**src/sv/trlf_pkg.sv**
```systemverilog
// Shared types and constants for the telnet refusing line framer.
// No dependencies.
`timescale 1ns / 1ps

package trlf_pkg;

  localparam int unsigned LINE_LIMIT_DEF = 1024;
  localparam int unsigned QUEUE_DEPTH    = 4;
  localparam int unsigned LEN_W          = 11;
  localparam int unsigned BYTE_W         = 8;

  localparam logic [7:0] B_NUL  = 8'h00;
  localparam logic [7:0] B_LF   = 8'h0A;
  localparam logic [7:0] B_CR   = 8'h0D;
  localparam logic [7:0] B_IAC  = 8'hFF;
  localparam logic [7:0] B_DONT = 8'hFE;
  localparam logic [7:0] B_DO   = 8'hFD;
  localparam logic [7:0] B_WONT = 8'hFC;
  localparam logic [7:0] B_WILL = 8'hFB;
  localparam logic [7:0] B_ZERO = 8'h00;

  localparam logic REG_TELNET_ANSWER = 1'b0;
  localparam logic REG_MAX_LINE_LEN  = 1'b1;

  typedef enum logic [1:0] {
    K_CHAR  = 2'd0,
    K_END   = 2'd1,
    K_REPLY = 2'd2,
    K_EMPTY = 2'd3
  } kind_e;

  typedef enum logic [2:0] {
    OP_CHAR     = 3'd0,
    OP_CHAR_END = 3'd1,
    OP_END      = 3'd2,
    OP_EMPTY    = 3'd3,
    OP_REPLY    = 3'd4
  } op_e;

  typedef struct packed {
    op_e               op;
    logic [BYTE_W-1:0] byte_a;  // character or option
    logic [BYTE_W-1:0] byte_b;  // reply code
    logic [LEN_W-1:0]  len;
  } entry_t;

  typedef struct packed {
    logic             telnet_answer;
    logic [LEN_W-1:0] max_line_len;
  } cfg_t;

  typedef struct packed {
    logic   push;
    entry_t entry;
  } push_t;

endpackage

```
**src/sv/trlf_queue.sv**
```systemverilog
// Small register FIFO between the classifier and the result sequencer.
// Depends on nothing beyond its parameters.
`timescale 1ns / 1ps

module trlf_queue #(
  parameter int unsigned WIDTH = 8,
  parameter int unsigned DEPTH = 4
) (
  input  logic             clk_i,
  input  logic             rst_ni,
  input  logic             push_i,
  input  logic [WIDTH-1:0] wdata_i,
  output logic             full_o,
  input  logic             pop_i,
  output logic             valid_o,
  output logic [WIDTH-1:0] rdata_o
);

  localparam int unsigned PW = (DEPTH > 1) ? $clog2(DEPTH) : 1;
  localparam int unsigned CW = $clog2(DEPTH + 1);

  logic [WIDTH-1:0] mem_q [DEPTH];
  logic [PW-1:0]    wptr_q, wptr_d, rptr_q, rptr_d;
  logic [CW-1:0]    cnt_q, cnt_d;
  logic             do_push, do_pop;

  assign full_o  = (cnt_q == CW'(DEPTH));
  assign valid_o = (cnt_q != '0);
  assign rdata_o = mem_q[rptr_q];
  assign do_push = push_i && !full_o;
  assign do_pop  = pop_i && valid_o;

  always_comb begin
    wptr_d = wptr_q;
    rptr_d = rptr_q;
    cnt_d  = cnt_q;
    if (do_push) begin
      wptr_d = (wptr_q == PW'(DEPTH - 1)) ? '0 : wptr_q + 1'b1;
    end
    if (do_pop) begin
      rptr_d = (rptr_q == PW'(DEPTH - 1)) ? '0 : rptr_q + 1'b1;
    end
    if (do_push && !do_pop) begin
      cnt_d = cnt_q + 1'b1;
    end else if (do_pop && !do_push) begin
      cnt_d = cnt_q - 1'b1;
    end
  end

  always_ff @(posedge clk_i or negedge rst_ni) begin
    if (!rst_ni) begin
      wptr_q <= '0;
      rptr_q <= '0;
      cnt_q  <= '0;
    end else begin
      wptr_q <= wptr_d;
      rptr_q <= rptr_d;
      cnt_q  <= cnt_d;
    end
  end

  always_ff @(posedge clk_i) begin
    if (do_push) begin
      mem_q[wptr_q] <= wdata_i;
    end
  end

endmodule

```
**src/sv/trlf_front.sv**
```systemverilog
// Front end: accepts input transactions, tracks line length and telnet
// command phase, and queues at most one action per byte. Uses trlf_pkg.
`timescale 1ns / 1ps

module trlf_front
  import trlf_pkg::*;
#(
  parameter int unsigned LINE_LIMIT = LINE_LIMIT_DEF
) (
  input  logic        clk_i,
  input  logic        rst_ni,
  input  cfg_t        cfg_i,
  input  logic        accept_i,
  input  logic [7:0]  rx_byte_i,
  input  logic        stream_end_i,
  output push_t       push_o
);

  localparam int unsigned CW = $clog2(LINE_LIMIT + 1);
  localparam int unsigned LW = (CW > LEN_W) ? CW : LEN_W;

  typedef enum logic [2:0] {
    PH_TEXT = 3'b001,
    PH_CMD  = 3'b010,
    PH_OPT  = 3'b100
  } phase_e;

  phase_e         phase_q, phase_d;
  logic [7:0]     reply_q, reply_d;
  logic [CW-1:0]  cnt_q, cnt_d;
  logic [CW-1:0]  cnt_inc;
  logic [LW-1:0]  lim, max_ext, cnt_ext, inc_ext;
  logic           is_text, is_term;

  assign cnt_inc = cnt_q + 1'b1;
  assign cnt_ext = LW'(cnt_q);
  assign inc_ext = LW'(cnt_inc);
  assign max_ext = LW'(cfg_i.max_line_len);
  assign is_term = (rx_byte_i == B_LF) || (rx_byte_i == B_CR) || (rx_byte_i == B_NUL);

  always_comb begin
    lim = max_ext;
    if (lim == '0) begin
      lim = LW'(1);
    end
    if (lim > LW'(LINE_LIMIT)) begin
      lim = LW'(LINE_LIMIT);
    end
  end

  always_comb begin
    phase_d      = phase_q;
    reply_d      = reply_q;
    cnt_d        = cnt_q;
    is_text      = 1'b0;
    push_o.push  = 1'b0;
    push_o.entry = '{op: OP_CHAR, byte_a: rx_byte_i, byte_b: reply_q, len: cnt_ext[LEN_W-1:0]};
    if (accept_i) begin
      if (stream_end_i) begin
        phase_d     = PH_TEXT;
        reply_d     = B_ZERO;
        cnt_d       = '0;
        push_o.push = 1'b1;
        push_o.entry.op = (cnt_q != '0) ? OP_END : OP_EMPTY;
      end else if (!cfg_i.telnet_answer) begin
        phase_d = PH_TEXT;
        is_text = 1'b1;
      end else begin
        unique case (phase_q)
          PH_OPT: begin
            phase_d         = PH_TEXT;
            reply_d         = B_ZERO;
            push_o.push     = 1'b1;
            push_o.entry.op = OP_REPLY;
          end
          PH_CMD: begin
            if (rx_byte_i != B_IAC) begin
              phase_d = PH_OPT;
              if (rx_byte_i == B_WILL || rx_byte_i == B_WONT) begin
                reply_d = B_DONT;
              end else if (rx_byte_i == B_DO || rx_byte_i == B_DONT) begin
                reply_d = B_WONT;
              end else begin
                reply_d = B_ZERO;
              end
            end
          end
          default: begin
            if (rx_byte_i == B_IAC) begin
              phase_d = PH_CMD;
            end else begin
              is_text = 1'b1;
            end
          end
        endcase
      end
      if (is_text) begin
        if (is_term) begin
          if (cnt_q != '0) begin
            push_o.push     = 1'b1;
            push_o.entry.op = OP_END;
            cnt_d           = '0;
          end
        end else begin
          push_o.push      = 1'b1;
          push_o.entry.len = inc_ext[LEN_W-1:0];
          if (inc_ext >= lim) begin
            push_o.entry.op = OP_CHAR_END;
            cnt_d           = '0;
          end else begin
            push_o.entry.op = OP_CHAR;
            cnt_d           = cnt_inc;
          end
        end
      end
    end
  end

  always_ff @(posedge clk_i or negedge rst_ni) begin
    if (!rst_ni) begin
      phase_q <= PH_TEXT;
      reply_q <= B_ZERO;
      cnt_q   <= '0;
    end else begin
      phase_q <= phase_d;
      reply_q <= reply_d;
      cnt_q   <= cnt_d;
    end
  end

endmodule

```
**src/sv/trlf_back.sv**
```systemverilog
// Back end: expands each queued action into one to three result
// transactions through a registered output stage. Uses trlf_pkg.
`timescale 1ns / 1ps

module trlf_back
  import trlf_pkg::*;
(
  input  logic              clk_i,
  input  logic              rst_ni,
  input  logic              head_valid_i,
  input  entry_t            head_i,
  output logic              pop_o,
  output logic              m_valid_o,
  input  logic              m_ready_i,
  output kind_e             kind_o,
  output logic [7:0]        byte_o,
  output logic [LEN_W-1:0]  len_o,
  output logic              last_o
);

  logic [1:0]        idx_q, idx_d;
  logic              valid_q, valid_d;
  kind_e             kind_q, kind_d;
  logic [7:0]        byte_q, byte_d;
  logic [LEN_W-1:0]  len_q, len_d;
  logic              last_q, last_d;
  logic              load;

  assign load = head_valid_i && (!valid_q || m_ready_i);

  always_comb begin
    kind_d = K_CHAR;
    byte_d = B_ZERO;
    len_d  = '0;
    last_d = 1'b1;
    unique case (head_i.op)
      OP_CHAR: begin
        byte_d = head_i.byte_a;
      end
      OP_CHAR_END: begin
        if (idx_q == 2'd0) begin
          byte_d = head_i.byte_a;
          last_d = 1'b0;
        end else begin
          kind_d = K_END;
          len_d  = head_i.len;
        end
      end
      OP_END: begin
        kind_d = K_END;
        len_d  = head_i.len;
      end
      OP_EMPTY: begin
        kind_d = K_EMPTY;
      end
      OP_REPLY: begin
        kind_d = K_REPLY;
        case (idx_q)
          2'd0:    byte_d = B_IAC;
          2'd1:    byte_d = head_i.byte_b;
          default: byte_d = head_i.byte_a;
        endcase
        last_d = (idx_q == 2'd2);
      end
      default: begin
        kind_d = K_EMPTY;
      end
    endcase
  end

  assign pop_o = load && last_d;

  always_comb begin
    idx_d   = idx_q;
    valid_d = valid_q;
    if (load) begin
      valid_d = 1'b1;
      idx_d   = last_d ? 2'd0 : idx_q + 2'd1;
    end else if (m_ready_i) begin
      valid_d = 1'b0;
    end
  end

  always_ff @(posedge clk_i or negedge rst_ni) begin
    if (!rst_ni) begin
      idx_q   <= 2'd0;
      valid_q <= 1'b0;
    end else begin
      idx_q   <= idx_d;
      valid_q <= valid_d;
    end
  end

  always_ff @(posedge clk_i) begin
    if (load) begin
      kind_q <= kind_d;
      byte_q <= byte_d;
      len_q  <= len_d;
      last_q <= last_d;
    end
  end

  assign m_valid_o = valid_q;
  assign kind_o    = kind_q;
  assign byte_o    = byte_q;
  assign len_o     = len_q;
  assign last_o    = last_q;

endmodule

```
**src/sv/telnet_refusing_line_framer_unit.sv**
```systemverilog
// Top level of the telnet refusing line framer: configuration registers,
// front classifier, action queue and result sequencer. Uses trlf_pkg.
`timescale 1ns / 1ps

// Splits received bytes into line characters and line ends; CR, LF and NUL
// end a line, empty lines are skipped, and a line closes at max_line_len.
// With telnet_answer set, IAC <cmd> <opt> is answered by three reply bytes.
// An input transaction with tuser set marks end of stream. Input is taken
// every cycle while the four-entry action queue has room; each byte yields
// zero to three results, which leave at one per cycle from the output
// register while m_axis_tready is high, so throughput is one byte per cycle
// except during replies and character-plus-line-end pairs (three and two results).
module telnet_refusing_line_framer_unit
  import trlf_pkg::*;
#(
  parameter int unsigned LINE_LIMIT = LINE_LIMIT_DEF
) (
  input  logic              clk_i,
  input  logic              rst_ni,
  input  logic              cfg_we_i,
  input  logic              cfg_idx_i,
  input  logic [LEN_W-1:0]  cfg_data_i,
  input  logic              s_axis_tvalid,
  output logic              s_axis_tready,
  input  logic [7:0]        s_axis_tdata,   // rx_byte
  input  logic              s_axis_tuser,   // stream_end
  output logic              m_axis_tvalid,
  input  logic              m_axis_tready,
  output logic [23:0]       m_axis_tdata,   // out_byte, line_length, zero pad
  output logic [1:0]        m_axis_tuser,   // out_kind
  output logic              m_axis_tlast    // out_last
);

  cfg_t             cfg_q;
  push_t            push;
  entry_t           head;
  logic             full, head_valid, pop, accept;
  kind_e            kind;
  logic [7:0]       obyte;
  logic [LEN_W-1:0] olen;

  always_ff @(posedge clk_i or negedge rst_ni) begin
    if (!rst_ni) begin
      cfg_q.telnet_answer <= 1'b0;
      cfg_q.max_line_len  <= LEN_W'(1024);
    end else if (cfg_we_i) begin
      unique case (cfg_idx_i)
        REG_TELNET_ANSWER: cfg_q.telnet_answer <= cfg_data_i[0];
        REG_MAX_LINE_LEN:  cfg_q.max_line_len  <= cfg_data_i;
        default: ;
      endcase
    end
  end

  assign s_axis_tready = !full;
  assign accept        = s_axis_tvalid && !full;

  trlf_front #(
    .LINE_LIMIT (LINE_LIMIT)
  ) u_front (
    .clk_i        (clk_i),
    .rst_ni       (rst_ni),
    .cfg_i        (cfg_q),
    .accept_i     (accept),
    .rx_byte_i    (s_axis_tdata),
    .stream_end_i (s_axis_tuser),
    .push_o       (push)
  );

  trlf_queue #(
    .WIDTH ($bits(entry_t)),
    .DEPTH (QUEUE_DEPTH)
  ) u_queue (
    .clk_i   (clk_i),
    .rst_ni  (rst_ni),
    .push_i  (push.push),
    .wdata_i (push.entry),
    .full_o  (full),
    .pop_i   (pop),
    .valid_o (head_valid),
    .rdata_o (head)
  );

  trlf_back u_back (
    .clk_i        (clk_i),
    .rst_ni       (rst_ni),
    .head_valid_i (head_valid),
    .head_i       (head),
    .pop_o        (pop),
    .m_valid_o    (m_axis_tvalid),
    .m_ready_i    (m_axis_tready),
    .kind_o       (kind),
    .byte_o       (obyte),
    .len_o        (olen),
    .last_o       (m_axis_tlast)
  );

  assign m_axis_tuser = kind;
  assign m_axis_tdata = {5'b0, olen, obyte};

endmodule
```
**config.mk**
```make
export PLATFORM = sky130hd
export DESIGN_NAME = telnet_refusing_line_framer_unit
export DESIGN_NICKNAME = d
export VERILOG_FILES = /design/src/sv/trlf_pkg.sv /design/src/sv/trlf_queue.sv /design/src/sv/trlf_front.sv /design/src/sv/trlf_back.sv /design/src/sv/telnet_refusing_line_framer_unit.sv
export SDC_FILE = /design/constraint.sdc
export NUM_CORES = 1
export LEC_CHECK = 0
export BUFFER_PORTS_ARGS = -buffer_cell sky130_fd_sc_hd__buf_2
export CAP_MARGIN = 20
export CORE_AREA = 2 2 158 160
export CTS_CLUSTER_DIAMETER = 120
export CTS_CLUSTER_SIZE = 12
export DETAILED_ROUTE_END_ITERATION = 6
export DIE_AREA = 0 0 160 162
export GPL_TIMING_DRIVEN = 0
export PLACE_DENSITY = 0.6
export SETUP_SLACK_MARGIN = 0.15
export SYNTH_ARGS = -nofsm -noshare
export SYNTH_HDL_FRONTEND = slang
export SYNTH_HIERARCHICAL = 1
export SYNTH_SLANG_ARGS = --single-unit
```
**constraint.sdc**
```tcl
create_clock -name clk_i -period 3.2 [get_ports clk_i]
set_clock_uncertainty 0.15 [all_clocks]
set_input_delay 0.16 -clock clk_i [delete_from_list [all_inputs] [get_ports clk_i]]
set_output_delay 0.16 -clock clk_i [all_outputs]
set_load 0.1 [all_outputs]
```
Word-level counts from Yosys, hierarchy flattened
Memory sizes are Yosys's and may differ from the RTL's.
Index checks and enable logic that the tools add are counted.
- bits in registers: 66
- latch bits: 0
- RAM bits: 120
- memory bits (read-only): 0
- word-level logic and storage cells: 129
- memories: 1
- $add $sub $neg: 6
- multiply operators: 0
- divide/modulo/power cells: 0
- order comparisons: 2
- equality and inequality tests: 21
- shifts and indexed selects: 0
- muxes and demuxes: 53
- bitwise operators: 1
- reduce and logical (&&, ||, !) cells: 31
- memories (name ; words ; width ; rd ports ; clocked after Yosys merged registers in ; write ports ; RTL line ; text):
    u_queue.mem_q ; 4 ; 30 ; 1 ; 0 ; 1 ; trlf_queue.sv:22 ; logic [WIDTH-1:0] mem_q [DEPTH];
- operators by type and width (cell ; number):
    11-bit two-way mux ; 11
    8-bit two-way mux ; 6
    8-bit == test, second input constant ; 5
    8-bit one-hot mux with 2 select lines ; 2
    4-bit two-way mux ; 7
    8-bit one-hot mux with 3 select lines ; 1
    11-bit one-hot mux with 2 select lines ; 1
    3-bit two-way mux ; 6
    8-bit by 4-bit == test with 1-bit output, second input constant ; 2
    1-bit two-way mux ; 13
    11-bit by 1-bit adder with 11-bit output, second input constant ; 1
    11-bit greater-or-equal comparator ; 1
    11-bit > comparator, second input constant ; 1
    11-bit zero test ; 1
    11-bit nonzero test ; 1
    3-bit == test, second input constant ; 3
    8-bit zero test ; 1
    8-bit inequality test, second input constant ; 1
    2-bit one-hot mux with 4 select lines ; 1
    1-bit logical AND ; 7
    2-bit by 1-bit adder with 2-bit output, second input constant ; 3
    2-bit == test, second input constant ; 3
    3-bit by 2-bit == test with 1-bit output, second input constant ; 2
    2-bit two-way mux ; 3
    20 further kinds ; 31

Longest topological paths before layout
- depth after elaboration: 14
- depth in mapped cells: 15
- depth with buffers taken out: 13

Hierarchy
Netlist, hierarchy kept.
- modules (own cells, without submodules) (module ; times used ; cells each ; area each (µm²) ; sequential area each (µm²)):
    trlf_queue ; 1 ; 194 ; 4842.1 ; 3778.6
    trlf_front ; 1 ; 228 ; 1752.9 ; 401.6
    trlf_back ; 1 ; 89 ; 1164.9 ; 735.7
    telnet_refusing_line_framer_unit ; 1 ; 35 ; 549.3 ; 301.5

Least setup slack after synthesis
Ideal clock, no wire load.
- path type: register -> register
- from: reg u_front.cnt_q[0] (netlist: u_front/cnt_ext[0])
- to: reg u_front.cnt_q[6] (netlist: u_front/cnt_ext[6])
- setup time: 0.126 ns
- data arrival time: 3.125 ns
- setup slack: -0.201 ns
- cell stages (with the launch flop): 13
- buffers on the path: 1
- period minus slack after synthesis: 3.401 ns
- cell sequence: dfrtp_1 > ha_1 > nand3_1 > nor2_2 > and3_1 > and3_1 > xor2_1 > ha_1 > nand4_1 > or4_4 > and4_4 > buf_6 > a221o_1
- longest elaborated chain between the ends: 5
- elaborated cells between the ends (all ways): 7
- classes of those cells: add/sub: 1; order compare: 1; mux: 4; reduce/logical: 1
- RTL lines (what ; RTL line ; text):
    start: declaration ; trlf_front.sv:30 ; logic [CW-1:0] cnt_q, cnt_d;
    start signal: assignment ; trlf_front.sv:127 ; cnt_q <= cnt_d;
    11-bit by 1-bit adder with 11-bit output ; trlf_front.sv:35 ; assign cnt_inc = cnt_q + 1'b1;
    11-bit greater-or-equal comparator ; trlf_front.sv:107 ; if (inc_ext >= lim) begin
    11-bit two-way mux ; trlf_front.sv:107 ;
    11-bit two-way mux * ; trlf_front.sv:98 ; if (is_term) begin
    11-bit two-way mux * ; trlf_front.sv:97 ; if (is_text) begin
Every way passes the cells marked *; elsewhere a longest branch is shown, timed or not.
A chain may end at the register's enable or synchronous reset.

Worst setup path in the final report
- from: reg u_front.cnt_q[1] (netlist: u_front/cnt_ext[1])
- to: reg u_front.cnt_q[6] (netlist: u_front/cnt_ext[6])
The elaborated chain is that of the path after synthesis.

==> impl_metrics.env <==
export IMPL_rows=57
export IMPL_cts_root_buf="clkbuf_16"
export IMPL_ys_ff_latch=180
export IMPL_status="finished with violations"
export IMPL_grt_max_degree=39
export IMPL_grt_pass1_vias=5068
export IMPL_antenna_found_initial=0
export IMPL_setup_viol=1
export IMPL_crit_path_frequent_cell="and3_4"
export IMPL_end_kind="flip-flop"
export IMPL_numCtsBuffers=17
export IMPL_path_delay_family="simple AND/OR/NAND/NOR gates"
export IMPL_avgSynthCellArea_um2=15.2
export IMPL_crit_cells=12
export IMPL_startpoint="u_front/cnt_ext[1]"
export IMPL_worst_hold_path_type="in2reg"
export IMPL_max_vdd_ir_drop_mv=0.545
export IMPL_hold_ws_ns=0.0291
export IMPL_path_clk_slew_ns=0.07
export IMPL_netlist_instances=546
export IMPL_areaGrowthSynthToFinish_pct=25.0
export IMPL_clockBufferDepth=2
export IMPL_dr_pass1_iters=5
export IMPL_yosysSeqAreaShare_pct=62.8
export IMPL_gp_congestion=0.830
export IMPL_crit_fanout=5
export IMPL_reg2reg_depth=12
export IMPL_r2r_slack_ns=-0.008
export IMPL_reg2reg_to="u_front/cnt_ext[6]"
export IMPL_hold_viol=0
export IMPL_vias=5006
export IMPL_reg2reg_from="u_front/cnt_ext[1]"
export IMPL_gr_total_overflow=0
export IMPL_fmax_mhz=312
export IMPL_min_period_ns=3.21
export IMPL_cts_tree="done"
export IMPL_worstSetupStartpointType="flip-flop"
export IMPL_path_cells="ha_4, nand3_4, nor2_4, and3_4, and3_4, xor2_2, ha_1, nand4_1, or4_4, and4_4, buf_6, a221o_1"
export IMPL_post_route_period_util_pct=100
export IMPL_dp_cells=923
export IMPL_antenna_cells=0
export IMPL_fin_util_pct=43.1
export IMPL_vias_per_cell=4.88
export IMPL_rsz0062_at_grt="yes"
export IMPL_dieArea_mm2=0.0259
export IMPL_stdcell_count=1025
export IMPL_final_layout_size_suffix_gt1_share_pct=38.2
export IMPL_setup_ws_ns=-0.00794
export IMPL_arrival_ns=3.37
export IMPL_max_stage_delay_ns=0.55
export IMPL_ys_types=71
export IMPL_synth_edf_count=142
export IMPL_required_ns=3.36
export IMPL_drv_slew=0
export IMPL_drc_errors=0
export IMPL_wirelength_mm=17.3
export IMPL_slowest_stage="or4_4"
export IMPL_clk_latency_ns=0.43
export IMPL_synthFlopType="edfxtp_1"
export IMPL_drv_cap=0
export IMPL_ios=55
export IMPL_initial_core_util_pct=34.5
export IMPL_cp_endpoint="u_front/cnt_ext[6]"
export IMPL_ys_warn_count=6
export IMPL_cp_num_buf_inv=1
export IMPL_path_class="reg2reg"
export IMPL_track_usage_pct=13.6
export IMPL_drtAntennaViolNets=0
export IMPL_fin_nets=739
export IMPL_portBuffers=49
export IMPL_async_flop_share_pct=21.1
export IMPL_wl_per_cell_um=16.9
export IMPL_drt_iter0_markers=453
export IMPL_die_height_um=162
export IMPL_clkSinkCount=180
export IMPL_relSlewSlack_pct=36.2
export IMPL_tightest_slew_ns=0.957
export IMPL_htree_num_levels=4
export IMPL_syn_cell_area_mm2=0.00831
export IMPL_violations="setup timing"
export IMPL_die_width_um=160
export IMPL_dp_hpwl_mm=10.8
export IMPL_p_leak_uw=0.00399
export IMPL_core_area_mm2=0.0241
export IMPL_p_per_area_mw_per_mm2=935
export IMPL_grt_pass1_wl_mm=27.4
[Yosys cell counts, types with 2 or more instances]
master	number	area (µm²)
buf_2	9	45.0
nor2b_1	4	25.0
o21bai_1	2	15.0
xor2_1	7	61.3
nand2b_1	14	87.6
dfstp_2	2	52.6
buf_4	21	158
o221ai_1	2	17.5
dfrtp_1	36	901
mux2_2	3	33.8
nor2_1	18	67.6
nand2_1	39	146
mux4_2	30	676
nor3b_1	2	15.0
or3_1	2	12.5
buf_6	4	45.0
mux2i_1	3	30.0
buf_12	2	40.0
a31oi_1	2	12.5
clkbuf_1	4	15.0
xnor2_1	15	131
a2111oi_0	2	17.5
and2_1	13	81.3
conb_1	2	7.51
and2_2	4	30.0
ha_1	23	288
o21ai_1	8	40.0
nor4_1	7	43.8
nor3_1	2	10.0
and3_1	6	37.5
inv_1	15	56.3
a21o_1	6	45.0
mux2_4	14	210
o21ai_0	3	15.0
a21oi_1	24	120
edfxtp_1	142	4260
o2bb2ai_1	9	78.8
nand3_1	12	60.1
[registers in the layout (all words and copies together) (netlist names), 2 cells and up]
register	flops
cfg_q	12
u_back/byte_o	8
u_back/idx_q	2
u_back/kind_o	2
u_back/len_o	11
u_front/cnt_ext	11
u_front/phase_q	3
u_front/reply_q	2
u_queue/cnt_q	3
u_queue/mem_q	120
u_queue/rptr_q	2
u_queue/wptr_q	2
[layout make-up]
type | count | area [µm²]
Fill cell | 2186 | 13700
Timing Repair Buffer | 120 | 846
Multi-Input combinational cell | 312 | 2940
Buffer | 41 | 343
Clock inverter | 12 | 131
Clock buffer | 19 | 433
Sequential cell | 180 | 5220
Inverter | 17 | 68.8
Tap cell | 324 | 405
[per-stage QoR]
step | TNS [ns] | total power, µW | area (µm²) | setup slack [ns]
6_report | -0.00794 | 9710 | 10400 | -0.00794
4_1_cts | 0 | 9520 | 10100 | 0.0182
5_1_grt | -0.586 | 10200 | 10400 | -0.114
2_1_floorplan | 0 | 6510 | 8390 | 0.0938
3_5_place_dp | -2.62 | 7330 | 9040 | -0.322
3_3_place_gp | -2.29 | 7200 | 9040 | -0.319
[what timing repair did]
item | in CTS | in global routing
cloned | 1 | 0
hold buffers | 24 | 0
gates resized for setup | 22 | 34
pin swaps | 10 | 21
endpoints found under the setup margin | 137 | 17
setup buffers | 23 | 23
endpoints found under the hold margin | 79 | 0
[worst min path at each step]
stage	cells after the start	endpoint	slack (ns)	from
floorplan	0	cfg_q[0]	-0.29	rst_ni
global placement	1	u_back/idx_q[1]	0.18	rst_ni
detailed placement	1	u_back/idx_q[0]	0.21	rst_ni
CTS	2	u_queue/mem_q[2][19]	0.007	s_axis_tdata[0]
global route	2	u_queue/mem_q[1][19]	0.03	s_axis_tdata[0]
finish	2	u_queue/mem_q[2][19]	0.03	s_axis_tdata[0]
[cell families (layout without fill, tap and decap cells)]
| group | after synthesis | after routing | share of synthesized area [%] |
|---|---|---|---|
| compound gates | 69 | 69 | 5.62 |
| simple gates | 141 | 141 | 9.46 |
| buf+inv | 58 | 209 | 4.59 |
| flops | 180 | 180 | 62.8 |
| fa+ha+maj | 24 | 24 | 3.70 |
| mux | 50 | 50 | 11.4 |
| other cells | 2 | 6 | 0.0904 |
| xor+xnor | 22 | 22 | 2.32 |
[metal layers]
metal / global-route usage (%) / vias to the layer above / wire length (µm)
met5: 0 / - / 0
met4: 4.18 / 0 / 196
met3: 2.73 / 17 / 786
met2: 23.0 / 152 / 8430
met1: 17.9 / 2515 / 7870
li1: - / 2322 / -
[cell usage in the layout (no fill, tap or decap), types with 4 or more instances in the layout]
master | netlist | routed
inv_6 | 0 | 8
inv_1 | 15 | 12
nand2_2 | 1 | 4
o21ai_1 | 8 | 7
o2bb2ai_1 | 9 | 9
nand2_1 | 39 | 36
clkbuf_16 | 0 | 17
conb_1 | 2 | 6
ha_1 | 23 | 20
mux2_4 | 14 | 15
dlygate4sd3_1 | 0 | 24
and2_1 | 13 | 13
xor2_1 | 7 | 5
buf_2 | 9 | 55
edfxtp_1 | 142 | 142
buf_6 | 4 | 8
nand2b_1 | 14 | 14
and3_4 | 0 | 5
mux4_2 | 30 | 30
nand3_1 | 12 | 10
xnor2_1 | 15 | 15
and2_4 | 0 | 4
a21o_1 | 6 | 6
nor4_1 | 7 | 5
nor2_1 | 18 | 16
buf_4 | 21 | 67
a21oi_1 | 24 | 23
dfrtp_1 | 36 | 34
[power by group]
group / leakage, µW / total, µW / switching, µW / internal, µW
clock: 0.000278 / 2030 / 929 / 1100
combinational: 0.00192 / 4170 / 2580 / 1590
sequential: 0.00180 / 3520 / 224 / 3290
total: 0.00399 / 9710 / 3730 / 5980
(Power assumes the default switching activity.)
